### config.mk
export PLATFORM = sky130hd
export DESIGN_NAME = lsurng_ctrl
export DESIGN_NICKNAME = d
export VERILOG_FILES = /design/src/hw/rtl/lsurng_pkg.sv /design/src/hw/rtl/lsurng_ctrl.sv
export SDC_FILE = /design/constraint.sdc
export NUM_CORES = 1
export LEC_CHECK = 0
export ABC_AREA = 1
export ABC_CLOCK_PERIOD_IN_PS = 1300
export BUFFER_PORTS_ARGS = -buffer_cell sky130_fd_sc_hd__clkbuf_2
export CAP_MARGIN = 20
export CORE_UTILIZATION = 25
export CTS_CLUSTER_DIAMETER = 30
export DETAILED_ROUTE_END_ITERATION = 16
export GPL_TIMING_DRIVEN = 0
export HOLD_SLACK_MARGIN = 0.03
export PLACE_DENSITY_LB_ADDON = 0.3
export SYNTH_ARGS = -nofsm -noshare
export SYNTH_HDL_FRONTEND = slang
export SYNTH_SLANG_ARGS = --single-unit
### constraint.sdc
create_clock -name clk -period 1.3 [get_ports clk]
set_input_delay 0.26 -clock clk [delete_from_list [all_inputs] [get_ports clk]]
set_output_delay 0.26 -clock clk [all_outputs]
set_load 0.05 [all_outputs]
### src/hw/rtl/lsurng_pkg.sv
// ----------------------------------------------------------------------------
// Lagged-subtract uniform generator: shared package
// Types, constants and small arithmetic helpers used by the controller,
// the datapath and the top level.
// ----------------------------------------------------------------------------
package lsurng_pkg;

  // Table geometry and lag pointer start values.
  localparam int unsigned Lags = 97;
  localparam logic [6:0] PtrFirstStart = 7'd97;
  localparam logic [6:0] PtrSecondStart = 7'd33;
  localparam logic [6:0] PtrTop = 7'd97;

  // Carry sequence constants in 0.24 fixed point.
  localparam logic [23:0] CarryInit = 24'd362436;
  localparam logic [23:0] CarryDec = 24'd7654321;
  localparam logic [23:0] CarryWrapAdd = 24'd9122892;  // modulus minus decrement
  localparam logic [23:0] CarryMod = 24'd16777213;

  // Seed handling.
  localparam logic signed [31:0] SeedMax = 32'sd900000000;
  localparam logic [29:0] SeedDefault = 30'd100;

  // Seed split divisors and mixing moduli.
  localparam logic [14:0] DivSeed = 15'd30082;
  localparam logic [14:0] DivIj = 15'd177;
  localparam logic [14:0] DivKl = 15'd169;
  localparam logic [15:0] Mod179 = 16'd179;
  localparam logic [13:0] Mod169 = 14'd169;
  localparam logic [13:0] LcgMul = 14'd53;

  // Truncated reciprocals for the seed split. The 30-bit seed split uses a
  // 45-bit scale and the 15-bit splits a 23-bit scale, so each quotient
  // estimate is low by at most one and a single correction step finishes it.
  localparam int unsigned RecipSeedShift = 45;
  localparam int unsigned RecipSmallShift = 23;
  localparam logic [30:0] RecipSeed = 31'((64'd1 << RecipSeedShift) / 64'd30082);
  localparam logic [30:0] RecipIj = 31'((64'd1 << RecipSmallShift) / 64'd177);
  localparam logic [30:0] RecipKl = 31'((64'd1 << RecipSmallShift) / 64'd169);

  // Steps of one division, counted down by the controller.
  localparam logic [3:0] DivStepMul = 4'd2;
  localparam logic [3:0] DivStepSub = 4'd1;
  localparam logic [3:0] DivStepFix = 4'd0;

  // Sequencer limits.
  localparam logic [3:0] DivSeedTop = DivStepMul;
  localparam logic [3:0] DivSmallTop = DivStepMul;
  localparam logic [4:0] LastBit = 5'd23;
  localparam logic [6:0] LastRow = 7'(Lags - 1);

  // Controller states.
  typedef enum logic [4:0] {
    ST_RESET,
    ST_IDLE,
    ST_DIV_A,
    ST_SAVE_A,
    ST_DIV_B,
    ST_SAVE_B,
    ST_DIV_C,
    ST_SAVE_C,
    ST_MIX1,
    ST_MIX2,
    ST_MIX3,
    ST_MIX4,
    ST_MIX5,
    ST_STORE,
    ST_DRAW_RD,
    ST_DRAW_WR
  } state_t;

  // Datapath operations.
  typedef enum logic [3:0] {
    DP_NOP,
    DP_SEED,
    DP_DIV,
    DP_SAVE_A,
    DP_SAVE_B,
    DP_SAVE_C,
    DP_MIX1,
    DP_MIX2,
    DP_MIX3,
    DP_MIX4,
    DP_MIX5,
    DP_STORE,
    DP_DRAW
  } dp_op_t;

  // Divisor selection for the shared reciprocal divider.
  typedef enum logic [1:0] {
    DIV_SEL_SEED,
    DIV_SEL_IJ,
    DIV_SEL_KL
  } div_sel_t;

  // Command from the controller to the datapath.
  typedef struct packed {
    dp_op_t     op;
    div_sel_t   div_sel;
    logic [3:0] bit_idx;
    logic [6:0] row;
    logic       use_default;
    logic       respond;
    logic       zero_value;
  } dp_cmd_t;

  // Input item and result item.
  typedef struct packed {
    logic              operation;
    logic signed [31:0] seed;
  } rng_in_t;

  typedef struct packed {
    logic [23:0] value;
    logic [29:0] seed_used;
  } rng_out_t;

  // Remainder modulo 179 of a product of two values below 179.
  // Quotient stays below 256, so eight compare-subtract steps suffice.
  function automatic logic [7:0] mod179(input logic [14:0] x);
    logic [15:0] r;
    r = {1'b0, x};
    for (int b = 7; b >= 0; b--) begin
      if (r >= (Mod179 << b)) begin
        r = r - (Mod179 << b);
      end
    end
    return r[7:0];
  endfunction

  // Remainder modulo 169 of 53*l+1 with l below 169 (quotient below 64).
  function automatic logic [7:0] mod169(input logic [13:0] x);
    logic [13:0] r;
    r = x;
    for (int b = 5; b >= 0; b--) begin
      if (r >= (Mod169 << b)) begin
        r = r - (Mod169 << b);
      end
    end
    return r[7:0];
  endfunction

endpackage

### src/hw/rtl/lsurng_ctrl.sv
// ----------------------------------------------------------------------------
// Lagged-subtract uniform generator: controller
// Sequences seed splitting, table fill, the discarded draw and normal draws,
// and issues one datapath command per cycle.
// ----------------------------------------------------------------------------
module lsurng_ctrl (
  input  logic              clk,
  input  logic              rst,
  input  logic              start,
  input  logic              operation,
  output logic              busy,
  output lsurng_pkg::dp_cmd_t cmd
);
  import lsurng_pkg::*;

  state_t     state;
  state_t     state_next;
  logic [3:0] dcnt;
  logic [4:0] bit_cnt;
  logic [6:0] row_cnt;
  logic       init_mode;
  logic       silent;
  logic       accept;

  assign accept = start && (state == ST_IDLE);
  assign busy = (state != ST_IDLE);

  // Next-state logic.
  always_comb begin
    state_next = state;
    case (state)
      ST_RESET:   state_next = ST_DIV_A;
      ST_IDLE: begin
        if (start) begin
          state_next = operation ? ST_DIV_A : ST_DRAW_WR;
        end
      end
      ST_DIV_A:   state_next = (dcnt == '0) ? ST_SAVE_A : ST_DIV_A;
      ST_SAVE_A:  state_next = ST_DIV_B;
      ST_DIV_B:   state_next = (dcnt == '0) ? ST_SAVE_B : ST_DIV_B;
      ST_SAVE_B:  state_next = ST_DIV_C;
      ST_DIV_C:   state_next = (dcnt == '0) ? ST_SAVE_C : ST_DIV_C;
      ST_SAVE_C:  state_next = ST_MIX1;
      ST_MIX1:    state_next = ST_MIX2;
      ST_MIX2:    state_next = ST_MIX3;
      ST_MIX3:    state_next = ST_MIX4;
      ST_MIX4:    state_next = ST_MIX5;
      ST_MIX5:    state_next = (bit_cnt == LastBit) ? ST_STORE : ST_MIX1;
      ST_STORE:   state_next = (row_cnt == LastRow) ? ST_DRAW_RD : ST_MIX1;
      ST_DRAW_RD: state_next = ST_DRAW_WR;
      ST_DRAW_WR: state_next = ST_IDLE;
      default:    state_next = ST_IDLE;
    endcase
  end

  // Command outputs.
  always_comb begin
    cmd = '0;
    cmd.op = DP_NOP;
    cmd.div_sel = DIV_SEL_SEED;
    cmd.bit_idx = dcnt;
    cmd.row = row_cnt;
    cmd.respond = !silent;
    cmd.zero_value = init_mode;
    case (state)
      ST_RESET: begin
        cmd.op = DP_SEED;
        cmd.use_default = 1'b1;
      end
      ST_IDLE: begin
        if (start && operation) begin
          cmd.op = DP_SEED;
        end
      end
      ST_DIV_A: begin
        cmd.op = DP_DIV;
        cmd.div_sel = DIV_SEL_SEED;
      end
      ST_SAVE_A:  cmd.op = DP_SAVE_A;
      ST_DIV_B: begin
        cmd.op = DP_DIV;
        cmd.div_sel = DIV_SEL_IJ;
      end
      ST_SAVE_B:  cmd.op = DP_SAVE_B;
      ST_DIV_C: begin
        cmd.op = DP_DIV;
        cmd.div_sel = DIV_SEL_KL;
      end
      ST_SAVE_C:  cmd.op = DP_SAVE_C;
      ST_MIX1:    cmd.op = DP_MIX1;
      ST_MIX2:    cmd.op = DP_MIX2;
      ST_MIX3:    cmd.op = DP_MIX3;
      ST_MIX4:    cmd.op = DP_MIX4;
      ST_MIX5:    cmd.op = DP_MIX5;
      ST_STORE:   cmd.op = DP_STORE;
      ST_DRAW_RD: cmd.op = DP_NOP;
      ST_DRAW_WR: cmd.op = DP_DRAW;
      default:    cmd.op = DP_NOP;
    endcase
  end

  // State register and sequencing counters.
  always_ff @(posedge clk) begin
    if (rst) begin
      state <= ST_RESET;
      dcnt <= '0;
      bit_cnt <= '0;
      row_cnt <= '0;
      init_mode <= 1'b1;
      silent <= 1'b1;
    end else begin
      state <= state_next;
      case (state)
        ST_RESET: begin
          dcnt <= DivSeedTop;
          init_mode <= 1'b1;
          silent <= 1'b1;
        end
        ST_IDLE: begin
          if (accept) begin
            init_mode <= operation;
            silent <= 1'b0;
            dcnt <= DivSeedTop;
          end
        end
        ST_DIV_A, ST_DIV_B, ST_DIV_C: begin
          if (dcnt != '0) begin
            dcnt <= dcnt - 4'd1;
          end
        end
        ST_SAVE_A, ST_SAVE_B: begin
          dcnt <= DivSmallTop;
        end
        ST_SAVE_C: begin
          bit_cnt <= '0;
          row_cnt <= '0;
        end
        ST_MIX5: begin
          bit_cnt <= (bit_cnt == LastBit) ? '0 : bit_cnt + 5'd1;
        end
        ST_STORE: begin
          if (row_cnt != LastRow) begin
            row_cnt <= row_cnt + 7'd1;
          end
        end
        default: begin
        end
      endcase
    end
  end

  // An accepted item always occupies the block for at least the next cycle.
  assert property (@(posedge clk) disable iff (rst) (start && !busy) |=> busy)
    else $error("accepted item did not raise busy");

  // A table row is written only once all 24 of its bits are assembled.
  assert property (@(posedge clk) disable iff (rst) (state == ST_STORE) |-> (bit_cnt == '0))
    else $error("row store with partial bit count");

endmodule

* Word-level counts from Yosys, hierarchy flattened
Index checks and enable logic that the tools add are counted.
Storage, ports and cells: input bits 4, logic and storage cells 70, output and inout port bits 21, register bits after elaboration 23
Cells by class: $add $sub $neg 3, muxes and demuxes 23, reduce and logical (&&, ||, !) cells 15, equal/unequal tests 23
Operator list (number):
- $pmux 5 s15 | 1
- $pmux 4 s13 | 1
- $eq 5x4->1 const B | 8
- $eq 5x3->1 const B | 4
- $pmux 7 s2 | 1
- $mux 4 | 3
- $pmux 4 s3 | 1
- $eq 5x2->1 const B | 2
- $mux 5 | 2
- $pmux 5 s2 | 1
- $add 7x1->7 const B | 1
- $eq 7x7->1 const B | 1
- $mux 1 | 7
- $mux 7 | 1
- $ne 7x7->1 const B | 1
- $mux 3 | 2
- $ne 2x2->1 const B | 3
- $reduce_bool 2->1 | 3
- $reduce_or 3->1 | 2
- $add 5x1->5 const B | 1
- $eq 5x1->1 const B | 1
- $eq 5x5->1 const B | 1
- $logic_not 5->1 | 1
- $ne 5x1->1 const B | 1
- 11 further kinds | 14

* Logic depth before layout (Yosys ltp)
word-level depth 4, depth in mapped cells 11, depth with buffers taken out 10

* Worst setup path after synthesis
Ideal clock, no wire load.
path type register to output, from reg state[2], to out cmd[16] in the netlist's numbering, data arrival time 2.394 ns, data required time 1.040 ns, path slack -1.354 ns, stages on the path, launching flop included 5, path buffers 1, cell sequence dfxtp_1 buf_6 inv_1 nand2_1 o311ai_0
RTL lines:
- start, declared | line lsurng_ctrl.sv:16 | state_t state;
- start signal, assigned | line lsurng_ctrl.sv:112 | state <= state_next;
- end, declared | line lsurng_ctrl.sv:12 | output lsurng_pkg::dp_cmd_t cmd

==> flow_metrics.tcl <==
set metrics [dict create \
    status "complete, but fails checks" \
    violations "setup timing" \
    grt-busiest-layer "met2" \
    drive_gt1_share_pct 57.1 \
    crit_fanout 4 \
    cts_tree "built" \
    row_count 26 \
    ios 25 \
    reg2reg_depth 11 \
    antenna_left 0 \
    first_iter_violations 37 \
    setup.worst_path.start_class "register" \
    synth_edf_count 0 \
    synth.ff_latch_count 22 \
    clkLatencyLatePin_ns 0.26 \
    finalHoldViolCount 0 \
    multi_input_area_um2 1130 \
    design.die.area_um2 5820 \
    cp.required_ns 1.04 \
    grt_use_met2_pct 22.0 \
    fin_cells 329 \
    slew-limit-headroom_pct 74.3 \
    rsz0062_at_grt "true" \
    crit_arrival_ns 1.35 \
    via_per_inst 4.47 \
    synth_warnings 0 \
    dr.pass1.iters 4 \
    fin_skew_ns 0.00540 \
    clkSinkCount 22 \
    timing.fmax_ghz 0.620 \
    setup_ws_ns -0.314 \
    synth_ff_type "dfxtp_1" \
    synth.avg_cell_area_um2 6.57 \
    cp-end-kind "output pin" \
    hold_start "rst" \
    register_area_um2 479 \
    fillers 543 \
    gr-usage-met3_pct 3.11 \
    routabilityCongestion 0.799 \
    clockBufferDepth 2 \
    r2r_start "state[0]$_SDFFE_PP0P_" \
    layout_commonest_cell "nand2_1" \
    finalSetupViolCount 22 \
    power.leakage_nw 1.04 \
    crit_type "register to output pin" \
    grt_pass1_vias 1346 \
    async_flop_share_pct 0 \
    route.detailed.drc 0 \
    period_share_pct 124 \
    numPortBuffers 24 \
    numCtsBuffers 3 \
    nNetsFinal 268 \
    die_w_um 76.3 \
    min_path_cells 2 \
    path_cells "inv_6 > nor2_4 > nand2_4 > inv_4 > nand3_4 > o311ai_4 > buf_8" \
    p_per_area_nw_per_um2 1880 \
    hpwl_um 2540 \
    max_cap_violations 0 \
    grt_overflow 0 \
    max_stage_delay_ns 0.41 \
    coreArea_um2 5200 \
    postSynthCellCount 210 \
    min_period_ns 1.61 \
    start_util_pct 26.5 \
    place_inst 304 \
    grt_max_degree 13 \
    synth_top_area_cell "dfxtp_1" \
    cts_root_buf "clkbuf_8" \
    final_cell_mix "32 x nand2_1, 22 x nor2_1, 18 x inv_1" \
    antenna_found_initial 0 \
    crit_slowest_cell "dfxtp_4" \
    slew_violations 0 \
    synth.distinct_cells 31 \
    fp.dieH_um 76.3 \
    wire_per_inst_um 11.3 \
    synth_nets 218 \
    worst_pin_slew_ns 0.383 \
    vias 1469 \
    wl_um 3710 \
    synth_area_leaders "dfxtp_1 32%, nand2_1 12%, nor2_1 9.8%" \
    p_total_mw 4.45 \
    ir_drop_v 0.00150 \
    crit_start "state[0]$_SDFFE_PP0P_" \
    n_antenna_cell 0 \
    hp-class "input port to register" \
    h-tree-depth 1 \
    synth_top_cell_area_share_pct 31.9 \
    grt_usage_pct 13.0 \
    synth-seq-area-share_pct 31.9 \
    cts.clk_slew.worst_paths_ns 0.08 \
    r2r_slack_ns -0.16 \
    grt_pass1_wl_um 6150 \
    syn2layout_area_growth_pct 71.3 \
    met1_usage_pct 16.3 \
    netlist_area_um2 1380 \
]
## layout make-up
cell class	count	share of cell area (%)
Inverter	33	6.57
Buffer	3	1.80
Sequential cell	22	20.3
Timing Repair Buffer	46	17.8
Tap cell	70	3.71
Clock buffer	4	1.91
Multi-Input combinational cell	151	47.9
## power breakdown
| part | leakage, nW | switching (mW) | internal, mW |
|---|---|---|---|
| logic | 0.828 | 1.81 | 1.21 |
| clock network | 0.0228 | 0.233 | 0.219 |
| registers | 0.188 | 0.159 | 0.822 |
## through the flow
step | worst slack [ns] | area (µm²) | util [%] | TNS, ns | hold WS (ns)
6_report | -0.314 | 2360 | 45.4 | -2.88 | 0.298
3_5_place_dp | -0.326 | 1750 | 33.7 | -2.10 | 0.460
4_1_cts | -0.354 | 2150 | 41.3 | -4.07 | 0.281
3_3_place_gp | -0.334 | 1750 | 33.7 | -1.96 | 0.454
5_1_grt | -0.392 | 2360 | 45.4 | -4.90 | 0.308
2_1_floorplan | -0.113 | 1540 | - | -0.587 | 0.322
## critical path: cells and delay by family, from the launching register on
family                 cells  cell delay [ns]
flip-flops                 1             0.41
buffers and inverters      3             0.30
AO/OA/AOI/OAI              1             0.08
AND/OR/NAND/NOR            3             0.29
## routing by layer
layer / vias to the layer above / part of all wire, %
met2: 21 / 51
met1: 682 / 45
met4: 0 / 0.84
met5: - / 0
met3: 5 / 3.2
li1: 761 / -
## cells by family after synthesis
logic type / Yosys count / synth area share (%)
AO/OA/AOI/OAI: 38 / 15.4
XOR/XNOR: 1 / 0.635
adder cells (fa/ha/maj): 4 / 3.63
buffers and inverters: 37 / 12.6
flip-flops: 22 / 31.9
AND/OR/NAND/NOR: 108 / 35.8
## final timing paths
check,endpoint
worst min register to register,row_cnt[6]$_SDFFE_PP0P_
worst max register to register,dcnt[1]$_SDFFE_PP0P_
worst max-delay path,cmd[16]
worst min-delay path,bit_cnt[4]$_SDFFE_PP0P_
## repair_timing
action,4_1_cts,5_1_grt
endpoints found under the setup margin,27,30
pin swaps,19,26
setup buffers,16,6
gates cloned,1,0
hold buffers,0,0
gates resized for setup,57,57
## sequential cells by signal (all words and copies together) (netlist names)
name / flops
bit_cnt: 5
dcnt: 4
init_mode: 1
row_cnt: 7
silent: 1
state: 4
## Yosys cell counts (2+ instances only)
cell type,n
nand2_1,44
nor2_1,36
inv_1,27
dfxtp_1,22
a21oi_1,16
nand3_1,13
o21ai_0,10
nand2_2,5
ha_1,4
inv_2,3
nor2_4,3
o21ai_1,3
buf_4,2
nand2_4,2
nor2_2,2
nor3_1,2
o22ai_1,2
(Power assumes the default switching activity.)
